==> src/hw/rtl/dpm_pkg.sv <==
// Shared types, constants and the region lookup for the paging MMU.
// No dependencies; every other file of the block imports this package.
`timescale 1ns / 1ps
package dpm_pkg;

  localparam int VPAGES    = 2048;
  localparam int VPN_W     = 11;
  localparam int FRAMES    = 32;
  localparam int FRAME_W   = 5;
  localparam int PAGE_BITS = 12;
  localparam int REGIONS   = 4;
  localparam int REG_W     = 22;
  localparam int PA_W      = 17;
  localparam int VA_W      = 23;
  localparam int STEP_W    = $clog2(FRAMES + 2);
  localparam int FLUSH_MAX = 32;
  localparam int FCNT_W    = $clog2(FLUSH_MAX + 1);

  localparam logic [2:0] ST_HIT   = 3'd0;
  localparam logic [2:0] ST_LOAD  = 3'd1;
  localparam logic [2:0] ST_INVAL = 3'd2;
  localparam logic [2:0] ST_WB    = 3'd3;
  localparam logic [2:0] ST_DONE  = 3'd4;

  localparam logic FN_XLATE = 1'b0;
  localparam logic FN_FLUSH = 1'b1;

  localparam logic [2:0] CFG_MODE = 3'd0;
  localparam logic [2:0] CFG_RGN0 = 3'd1;
  localparam logic [2:0] CFG_RGN1 = 3'd2;
  localparam logic [2:0] CFG_RGN2 = 3'd3;
  localparam logic [2:0] CFG_RGN3 = 3'd4;

  localparam logic MODE_CLOCK = 1'b0;
  localparam logic MODE_FIFO  = 1'b1;

  typedef struct packed {
    logic            func;
    logic [VA_W-1:0] virt_addr;
    logic            write_op;
  } in_item_t;

  typedef struct packed {
    logic [2:0]         status;
    logic [PA_W-1:0]    phys_addr;
    logic [1:0]         load_region;
    logic [VPN_W-1:0]   load_page;
    logic               writeback_valid;
    logic [VPN_W-1:0]   writeback_vpn;
    logic [FRAME_W-1:0] writeback_frame;
    logic [1:0]         writeback_region;
    logic [VPN_W-1:0]   writeback_page;
    logic               last;
  } out_item_t;

  typedef struct packed {
    logic               v;
    logic               a;
    logic               d;
    logic [FRAME_W-1:0] frame;
  } pte_t;

  typedef struct packed {
    logic             valid;
    logic [VPN_W-1:0] vpn;
  } own_t;

  typedef struct packed {
    logic             rd_en;
    logic [VPN_W-1:0] rd_addr;
    logic             wr_en;
    logic [VPN_W-1:0] wr_addr;
    pte_t             wr_data;
  } pt_req_t;

  typedef struct packed {
    logic               rd_en;
    logic [FRAME_W-1:0] rd_addr;
    logic               own_we;
    logic [FRAME_W-1:0] own_waddr;
    own_t               own_wdata;
    logic               nxt_we;
    logic [FRAME_W-1:0] nxt_waddr;
    logic [FRAME_W-1:0] nxt_wdata;
    logic               prv_we;
    logic [FRAME_W-1:0] prv_waddr;
    logic [FRAME_W-1:0] prv_wdata;
  } fm_req_t;

  typedef struct packed {
    own_t               own;
    logic [FRAME_W-1:0] nxt;
    logic [FRAME_W-1:0] prv;
  } fm_rsp_t;

  typedef struct packed {
    logic             hit;
    logic [1:0]       idx;
    logic [VPN_W-1:0] page;
  } rgn_t;

  // Lowest-numbered matching region wins; a miss leaves region 0 and the raw page.
  function automatic rgn_t find_region(input logic [VPN_W-1:0] vpn,
                                       input logic [REGIONS-1:0][REG_W-1:0] rg);
    rgn_t             res;
    logic [VPN_W-1:0] lo;
    logic [VPN_W-1:0] hi;
    res.hit  = 1'b0;
    res.idx  = 2'd0;
    res.page = vpn;
    for (int r = REGIONS - 1; r >= 0; r--) begin
      lo = rg[r][VPN_W-1:0];
      hi = rg[r][2*VPN_W-1:VPN_W];
      if (lo <= hi && vpn >= lo && vpn <= hi) begin
        res.hit  = 1'b1;
        res.idx  = 2'(r);
        res.page = vpn - lo;
      end
    end
    return res;
  endfunction

endpackage

==> src/hw/rtl/dpm_frame_mem.sv <==
// Per-frame owner, FIFO next and FIFO prev memories with written-flags
// that stand in for their reset contents. Depends on dpm_pkg.
`timescale 1ns / 1ps
module dpm_frame_mem
  import dpm_pkg::*;
(
  input  logic    clk,
  input  logic    rst_n,
  input  fm_req_t req,
  output fm_rsp_t rsp
);

  own_t               own_mem [FRAMES];
  logic [FRAME_W-1:0] nxt_mem [FRAMES];
  logic [FRAME_W-1:0] prv_mem [FRAMES];

  logic [FRAMES-1:0]  own_ok_r;
  logic [FRAMES-1:0]  nxt_ok_r;
  logic [FRAMES-1:0]  prv_ok_r;

  own_t               own_q;
  logic [FRAME_W-1:0] nxt_q;
  logic [FRAME_W-1:0] prv_q;
  logic [FRAME_W-1:0] addr_q;
  logic               own_ok_q;
  logic               nxt_ok_q;
  logic               prv_ok_q;

  always_ff @(posedge clk) begin
    if (req.own_we) begin
      own_mem[req.own_waddr] <= req.own_wdata;
    end
    if (req.nxt_we) begin
      nxt_mem[req.nxt_waddr] <= req.nxt_wdata;
    end
    if (req.prv_we) begin
      prv_mem[req.prv_waddr] <= req.prv_wdata;
    end
    if (req.rd_en) begin
      own_q    <= own_mem[req.rd_addr];
      nxt_q    <= nxt_mem[req.rd_addr];
      prv_q    <= prv_mem[req.rd_addr];
      addr_q   <= req.rd_addr;
      own_ok_q <= own_ok_r[req.rd_addr];
      nxt_ok_q <= nxt_ok_r[req.rd_addr];
      prv_ok_q <= prv_ok_r[req.rd_addr];
    end
  end

  always_ff @(posedge clk) begin
    if (!rst_n) begin
      own_ok_r <= '0;
      nxt_ok_r <= '0;
      prv_ok_r <= '0;
    end else begin
      if (req.own_we) begin
        own_ok_r[req.own_waddr] <= 1'b1;
      end
      if (req.nxt_we) begin
        nxt_ok_r[req.nxt_waddr] <= 1'b1;
      end
      if (req.prv_we) begin
        prv_ok_r[req.prv_waddr] <= 1'b1;
      end
    end
  end

  // Unwritten entries read as the ring 0..FRAMES-1 with every frame empty.
  always_comb begin
    rsp.own = own_ok_q ? own_q : '0;
    if (nxt_ok_q) begin
      rsp.nxt = nxt_q;
    end else if (addr_q == FRAME_W'(FRAMES - 1)) begin
      rsp.nxt = '0;
    end else begin
      rsp.nxt = addr_q + 1'b1;
    end
    if (prv_ok_q) begin
      rsp.prv = prv_q;
    end else if (addr_q == '0) begin
      rsp.prv = FRAME_W'(FRAMES - 1);
    end else begin
      rsp.prv = addr_q - 1'b1;
    end
  end

endmodule

==> config.mk <==
export PLATFORM = sky130hd
export DESIGN_NAME = dpm_frame_mem
export DESIGN_NICKNAME = d
export VERILOG_FILES = /design/src/hw/rtl/dpm_pkg.sv /design/src/hw/rtl/dpm_frame_mem.sv
export SDC_FILE = /design/constraint.sdc
export NUM_CORES = 1
export LEC_CHECK = 0
export ABC_CLOCK_PERIOD_IN_PS = 1600
export BUFFER_PORTS_ARGS = -buffer_cell sky130_fd_sc_hd__buf_2
export CAP_MARGIN = 20
export CORE_MARGIN = 2
export CORE_UTILIZATION = 56
export DETAILED_ROUTE_END_ITERATION = 10
export PLACE_DENSITY = 0.82
export SETUP_SLACK_MARGIN = 0.05
export SLEW_MARGIN = 10
export SYNTH_ARGS = -nofsm -noshare
export SYNTH_HDL_FRONTEND = slang
export SYNTH_SLANG_ARGS = --single-unit
==> constraint.sdc <==
create_clock -name clk -period 1.6 [get_ports clk]
set_input_delay 0.16 -clock clk [delete_from_list [all_inputs] [get_ports clk]]
set_output_delay 0.16 -clock clk [all_outputs]
set_load 0.05 [all_outputs]
== Yosys cells after proc, flatten, opt, wreduce, memory -nomap -nowiden ==
Memories as Yosys holds them, arrays and structs flattened. A register that Yosys moved wholly into a read port is not among the register bits.
Index checks and enable logic that the tools add are counted.

* Bits in registers: 104
* RAM bits: 704
* Input port bits: 48
* Output and inout bits: 22
* Memories kept: 3

* Add/sub/neg operators: 2
* $lt $le $gt $ge: 7
* Equality and inequality tests: 1
* Muxes and demuxes: 23
* Bitwise logic cells: 3
* Reductions and logical operators: 4

{| class="wikitable"
|+ Memory list
! memory !! depth !! bits a word !! rd ports !! clocked after Yosys merged registers in !! wr ports !! line !! source
|-
| own_mem || 32 || 12 || 1 || 1 || 1 || dpm_frame_mem.sv:13 || <nowiki>own_t own_mem [FRAMES];</nowiki>
|-
| nxt_mem || 32 || 5 || 1 || 1 || 1 || dpm_frame_mem.sv:14 || <nowiki>logic [FRAME_W-1:0] nxt_mem [FRAMES];</nowiki>
|-
| prv_mem || 32 || 5 || 1 || 1 || 1 || dpm_frame_mem.sv:15 || <nowiki>logic [FRAME_W-1:0] prv_mem [FRAMES];</nowiki>
|}

{| class="wikitable"
|+ Operator list
! operator !! number
|-
| bitwise OR 32 bit || 3
|-
| less-than comparator 5 x 6 -> 1 bit, second input constant || 4
|-
| two-way mux 5 bit || 4
|-
| binary-select mux 1 bit (select 5 bit) || 3
|-
| demux 1 bit (select 5 bit) || 3
|-
| greater-or-equal comparator 5 x 1 -> 1 bit, second input constant || 3
|-
| two-way mux 1 bit || 12
|-
| two-way mux 12 bit || 1
|-
| adder 5 x 1 -> 5 bit, second input constant || 1
|-
| == test 5 bit, second input constant || 1
|-
| zero test 5 bit || 1
|-
| subtractor 5 x 1 -> 5 bit, second input constant || 1
|-
| logical AND 1 bit || 3
|}

== Longest topological paths before layout ==
Gate-level depths: netlist of run 1.

* Word-level depth: 5
* Gate-level depth with buffers: 8

== Worst setup path after synthesis of run 1 ==
OpenSTA, ideal clock, no wires.

* Path kind: reg2out
* From: reg addr_q[0]
* To: out rsp[8] (netlist bit)
* Arrival time: 2.274 ns
* Data required time: 1.440 ns
* Slack: -0.834 ns
* Stages on the path, launching flop included: 5
* Buffers on the path: 0
* Cell sequence: edfxtp_1 ha_1 and3_1 ha_1 o31ai_1

{| class="wikitable"
|+ RTL lines
! what !! line !! source
|-
| start: declaration || dpm_frame_mem.sv:24 || <nowiki>logic [FRAME_W-1:0] addr_q;</nowiki>
|-
| start signal: assignment || dpm_frame_mem.sv:43 || <nowiki>addr_q <= req.rd_addr;</nowiki>
|-
| end: declaration || dpm_frame_mem.sv:10 || <nowiki>output fm_rsp_t rsp</nowiki>
|}

==> impl_metrics.py, run 1 <==
metrics = {
    "synthesis": {
        "synth_top_area_frac": 0.6724,
        "synth_area_leader_cell": "edfxtp_1",
        "seq_area_frac_synth": 0.7310,
        "synth_flop_cell": "edfxtp_1",
        "synth_edf_count": 734,
        "avgSynthCellArea_sq_um": 16.12,
        "synthCells": 2034,
        "synth_most_common_cell": "edfxtp_1",
        "synth_area_sq_um": 32780,
        "synth_cell_types": 35,
        "ys_seq_elements": 830,
        "async_reset_ff_frac": 0,
        "syn_nets": 2086,
        "yosys_warnings": 0,
        "yosys-top-cells-count": "edfxtp_1, mux2i_1, nor2_1",
        "yosys-top-cells-area": "edfxtp_1, mux2i_1, dfxtp_1, o21a_1, a22oi_1",
    },
    "grt": {
        "grt_pass1_wl_microns": 124000,
        "grt_pass1_vias": 20290,
        "grt_max_degree": 42,
        "antenna_found_initial": 7,
        "overflow": 0,
        "groute.usage.overall": 0.2743,
    },
    "cells_and_area": {
        "fin_util": 0.6726,
        "drive_gt1_frac": 0.1979,
        "area_delta_synth_final_pct": 18.60,
        "num-nets-final": 2360,
        "fillerInstances": 3506,
        "finalNonFillerCells": 3142,
    },
    "sta": {
        "fmax_ghz": 0.4237,
        "setup_viol": 22,
        "skew_ns": 0.03799,
        "hold_viol": 0,
        "max_slew_margin": 0.4895,
        "rsz0062_at_grt": "yes",
        "period_share": 1.475,
        "post-route-min-period_ns": 2.360,
        "worst_slack_ns": -0.7602,
        "worst_slew_pin_slew_ns": 0.7658,
        "fin_hold_ws_ns": 0.08145,
        "tns_ns": -8.024,
        "slew_viol_final": 0,
    },
    "die": {
        "num_rows": 88,
        "die_w_microns": 245.9,
        "core-area_sq_um": 57810,
        "initial_core_util": 0.5671,
        "die_h_microns": 245.9,
        "pin_count": 70,
        "die-area_sq_um": 60490,
    },
    "placement": {
        "dp_cells": 2980,
        "place_congestion": 0.8511,
        "dpl.hpwl_microns": 48690,
        "io_buffers": 69,
    },
    "critical_path": {
        "path_cells": "ha_2 > and3_4 > ha_4 > mux2_4 > buf_8",
        "cp_max_fo": 4,
        "cp-end-kind": "output pin",
        "cpPeakStageDelay_ns": 0.46,
        "r2r-start": "nxt_mem[2][4]$_DFFE_PP_",
        "reg2reg_slack_ns": 0.10,
        "slowest_stage": "edfxtp_1",
        "critical_path_arrival_ns": 2.20,
        "criticalPathCategory": "reg2out",
        "rr_endpoint": "nxt_q[4]$_DFFE_PP_",
        "cp-start-kind": "flip-flop",
        "rr_worst_depth": 5,
        "crit_required_ns": 1.44,
    },
    "detailed_routing": {
        "vias_per_cell": 6.346,
        "wl_per_cell_microns": 26.27,
        "remaining_drc_errors": 0,
        "vias": 19940,
        "firstDrtPassIters": 6,
        "drt_iter0_drc": 2488,
        "wl_microns": 82530,
        "ant_nets": 0,
    },
    "clocking": {
        "clkTransAtPathRegs_ns": 0.07,
        "clock-root-buffer": "clkbuf_16",
        "clock_sinks": 830,
        "htree_levels": 3,
        "cts_tree": "built",
        "cts_inserted_buffers": 80,
        "insertion_delay_ns": 0.64,
        "cts_buffer_depth": 3,
    },
    "power": {
        "max-vdd-ir-drop_mv": 0.8447,
        "p_per_area_nw_per_um2": 1201,
        "power_uw": 46690,
        "power.leakage_uw": 0.01419,
    },
    "worst_hold_path": {
        "hold_class": "in2reg",
        "whs_path_depth": 1,
        "hp-start": "req[0]",
        "hold_path_end": "prv_mem[24][0]$_DFFE_PP_",
    },
    "run_status": {
        "violations": "negative setup slack",
        "outcome": "finished with violations",
    },
    "run": {
        "max_cap_viol_count": 0,
    },
}
[metrics by stage]
step	setup slack (ns)	area [sq um]
floorplan	-0.1539	32930
global placement	-0.4533	35780
detailed placement	-0.4107	35780
CTS	-0.7440	38810
global route	-0.8106	38870
finish	-0.7602	38880
[how the worst max path moves through the flow]
| stage | from | to | slack [ns] | depth (start not counted) |
|---|---|---|---|---|
| global placement | req[40] | own_q[1]$_DFFE_PP_ | -0.45 | 8 |
| global route | addr_q[0]$_DFFE_PP_ | rsp[4] | -0.81 | 8 |
| detailed placement | req[40] | own_q[1]$_DFFE_PP_ | -0.41 | 8 |
| floorplan | addr_q[0]$_DFFE_PP_ | rsp[5] | -0.15 | 4 |
| finish | addr_q[0]$_DFFE_PP_ | rsp[9] | -0.76 | 5 |
| CTS | addr_q[1]$_DFFE_PP_ | rsp[9] | -0.74 | 5 |
[worst max-delay path: cells and delay by family, from the launching register on]
kind                     cells  cell delay, ns
adder cells (fa/ha/maj)      2            0.47
flip-flops                   1            0.46
multiplexers                 1            0.27
AND/OR/NAND/NOR              1            0.21
buffers and inverters        1            0.15
[what timing repair did]
action | in CTS | in global routing
pin swaps | 6 | 9
endpoints found under the setup margin | 23 | 30
hold endpoints to repair | 25 | 0
resized for setup | 72 | 10
setup buffers | 4 | 2
hold buffers | 5 | 0
[cells by family (layout without fill, tap and decap cells)]
| logic type | count (synthesis) | in the layout | share of synthesized area |
|---|---|---|---|
| buf+inv | 117 | 458 | 0.02405 |
| fa+ha+maj | 4 | 4 | 0.001527 |
| mux | 401 | 401 | 0.1225 |
| other cells | 0 | 2 | 0 |
| compound gates | 331 | 331 | 0.07057 |
| xor+xnor | 4 | 4 | 0.001069 |
| flops | 830 | 830 | 0.7310 |
| simple gates | 347 | 347 | 0.04928 |
[metal layers]
layer  part of all wire  global-route usage
met5            0.00048                   0
met2               0.48              0.4454
met1               0.38              0.3602
met4              0.040              0.1237
met3              0.099             0.05337
[sequential cells by signal, summed over array words and instances, names as in the netlist]
signal,cells
prv_q,5
own_mem,384
own_q,12
nxt_q,5
own_ok_r,32
own_ok_q,1
addr_q,5
nxt_ok_r,32
nxt_mem,160
prv_mem,160
nxt_ok_q,1
prv_ok_q,1
prv_ok_r,32
[cells in the final DEF, fill, tap and decap left out, types with 50 or more instances in the layout]
cell type	netlist	routed
clkbuf_16	0	83
a22o_1	50	50
nand2_1	85	85
nor2_1	101	91
dfxtp_1	96	96
a21oi_1	78	75
mux2i_1	400	400
buf_4	13	184
o21a_1	97	97
a22oi_1	75	75
edfxtp_1	734	734
nand3_1	82	82
[final cells by class]
class	instances	area, sq um	area share
flip-flops and latches	830	23960	0.6164
diodes	2	5.005	0.0001287
well taps	765	957.2	0.02462
clock inverters	44	466.7	0.01200
inverters	2	7.507	0.0001931
repair buffers	307	2938	0.07556
clock buffers	105	2220	0.05709
multi-input cells	1087	8322	0.2140
[where the power goes]
part,internal [uW],switching (uW)
clock,11100,8120
combinational,1280,2100
sequential,23900,152
total,36300,10400
(Power assumes the default switching activity.)
==> run 2, diff against run 1 <==
ABC_CLOCK_PERIOD_IN_PS = 3000   (was 1600)
CORE_UTILIZATION = 65   (was 56)
PLACE_DENSITY = 0.89   (was 0.82)
clock period = 3 ns   (was 1.6 ns; I/O delays follow)
==> run 2 against run 1 <==
The run now ends clean. Highest routed layer unchanged. Clock skew down 0.024 ns. Via count is 2.6% lower. Hold slack lost 0.057 ns. Non-clock buffer count decreased by 167. Global-route usage up 2.9 points. Register-to-register slack better by 1.3 ns. Combinational power down 57%. Largest power group unchanged. Routed wire length is 3.8% lower.
==> impl_metrics.py, run 2 (synthesis gave the netlist of run 1 again) <==
metrics = {
    "die": {
        "die-area_sq_um": 52240,
        "core-area_sq_um": 49970,
        "initial_core_util": 0.6561,
        "num_rows": 82,
        "die_w_microns": 228.6,
        "die_h_microns": 228.6,
        "pin_count": 70,
    },
    "clocking": {
        "clkTransAtPathRegs_ns": 0.06,
        "clock_sinks": 830,
        "cts_tree": "built",
        "htree_levels": 3,
        "cts_buffer_depth": 3,
        "post-cts-setup-buffer-count": 0,
        "insertion_delay_ns": 0.61,
        "ctsHoldBuffers": 2,
        "cts_inserted_buffers": 76,
        "cts_resized": 0,
        "clock-root-buffer": "clkbuf_16",
    },
    "grt": {
        "overflow": 0,
        "grt_max_degree": 97,
        "grt_pass1_vias": 19640,
        "grt_pass1_wl_microns": 118900,
        "groute.usage.overall": 0.3031,
        "antenna_found_initial": 3,
    },
    "critical_path": {
        "cp_max_fo": 6,
        "cp-start-kind": "flip-flop",
        "crit_required_ns": 2.70,
        "reg2reg_slack_ns": 1.37,
        "cp-end-kind": "output pin",
        "cpPeakStageDelay_ns": 0.48,
        "slowest_stage": "edfxtp_1",
        "criticalPathCategory": "reg2out",
        "critical_path_arrival_ns": 2.44,
        "path_cells": "ha_1 > and3_1 > ha_1 > o31ai_1 > buf_2",
        "crit_top_cell": "ha_1",
    },
    "sta": {
        "tns_ns": 0,
        "period_share": 0.9147,
        "skew_ns": 0.01372,
        "max_slew_margin": 0.3378,
        "post-route-min-period_ns": 2.744,
        "hold_viol": 0,
        "slew_viol_final": 0,
        "rsz0062_at_grt": "no",
        "fmax_ghz": 0.3644,
        "worst_slew_pin_slew_ns": 0.9933,
        "setup_viol": 0,
    },
    "power": {
        "p_int_uw": 18720,
        "power.leakage_uw": 0.01299,
        "p_sw_uw": 5181,
        "power_uw": 23910,
        "pwr-share-seq": 0.537,
        "p_comb_frac": 0.062,
        "switching_share": 0.2167,
        "clkPwrFrac": 0.402,
        "max-vdd-ir-drop_mv": 0.5022,
        "p_per_area_nw_per_um2": 657.7,
    },
    "placement": {
        "io_buffers": 69,
        "dpl_cell_area_sq_um": 33870,
        "place_congestion": 0.8654,
        "dpl.hpwl_microns": 45770,
    },
    "run_status": {
        "outcome": "completed",
    },
    "cells_and_area": {
        "drive_gt1_frac": 0.1145,
        "largest_register": "own_mem",
        "diodes": 0,
        "final_common_cell": "edfxtp_1",
        "area_delta_synth_final_pct": 10.88,
        "largest_reg_flops": 384,
        "num-nets-final": 2189,
        "reg_top3": "own_mem: 384 flops, nxt_mem: 160 flops, prv_mem: 160 flops",
        "stdcell_area_sq_um": 36350,
        "final_cell_mix": "edfxtp_1, mux2i_1, nor2_1, o21a_1, dfxtp_1",
    },
    "run": {
        "max_cap_viol_count": 0,
    },
    "detailed_routing": {
        "remaining_drc_errors": 0,
        "vias_per_cell": 6.778,
        "drt_iter0_drc": 2702,
        "wl_per_cell_microns": 27.72,
        "vias": 19410,
        "firstDrtPassIters": 6,
        "ant_nets": 0,
        "wl_microns": 79390,
    },
    "worst_hold_path": {
        "hold_class": "in2reg",
    },
}
## run 2: cell types whose count changed in the layout (fill, tap and decap cells not counted), sizes merged
cell / delta
buf: -164
clkbuf: -9
clkinv: -3
bufinv: -2
clkinvlp: +1
dlygate4sd3: -3
inv: -3
diode: -2
## run 2: worst paths after layout
check                              endpoint  cells after the start                       from
setup reg to reg         own_q[2]$_DFFE_PP_                      5    own_mem[4][2]$_DFFE_PP_
hold reg to reg   own_ok_r[26]$_SDFFE_PN0P_                      1  own_ok_r[26]$_SDFFE_PN0P_
setup / recovery                     rsp[7]                      5        addr_q[0]$_DFFE_PP_
hold / removal          addr_q[2]$_DFFE_PP_                      1                    req[42]
## run 2: area by class of cell
class / instances / area (sq um)
inverters: 2 / 7.507
clock inverters: 37 / 321.6
fillers: 2723 / 13620
multi-input cells: 1087 / 8046
well taps: 672 / 840.8
repair buffers: 140 / 1033
clock buffers: 96 / 2133
flip-flops and latches: 830 / 23960
## run 2: metal layers
metal	global-route usage	up-vias	routed length [microns]
met3	0.06811	301	9058
met1	0.3966	9533	28490
li1	-	8078	-
met5	0	-	37
met4	0.1426	6	3445
met2	0.4882	1495	38360
## run 2: through the flow
| step | utilization | cells | setup WS [ns] | hold WS, ns |
|---|---|---|---|---|
| 2_1_floorplan | - | 2034 | 0.4263 | 0.3989 |
| 3_3_place_gp | 0.6779 | 2729 | 0.6393 | 0.4451 |
| 3_5_place_dp | 0.6779 | 2729 | 0.5514 | 0.4522 |
| 4_1_cts | 0.7274 | 2864 | 0.2789 | 0.004737 |
| 5_1_grt | 0.7274 | 2864 | 0.1608 | 0.01777 |
| 6_report | 0.7274 | 2864 | 0.2560 | 0.02423 |
## run 2: critical path, delay by kind of cell (launching register included)
| kind | cells | cell delay [ns] |
|---|---|---|
| DFF | 1 | 0.48 |
| and+or+nand+nor | 1 | 0.21 |
| buffers and inverters | 1 | 0.34 |
| adders and majority gates | 2 | 0.46 |
| AOI/OAI and AO/OA | 1 | 0.33 |
## run 2: power groups by stage
stage | Sequential [uW] | Clock [uW] | Combinational [uW]
after floorplan | 13000 | 0 | 905
after global placement | 13100 | 0 | 1360
after detailed placement | 13100 | 0 | 1410
after CTS | 12800 | 9620 | 1450
after global routing | 12800 | 10000 | 1530
final | 12800 | 9600 | 1470
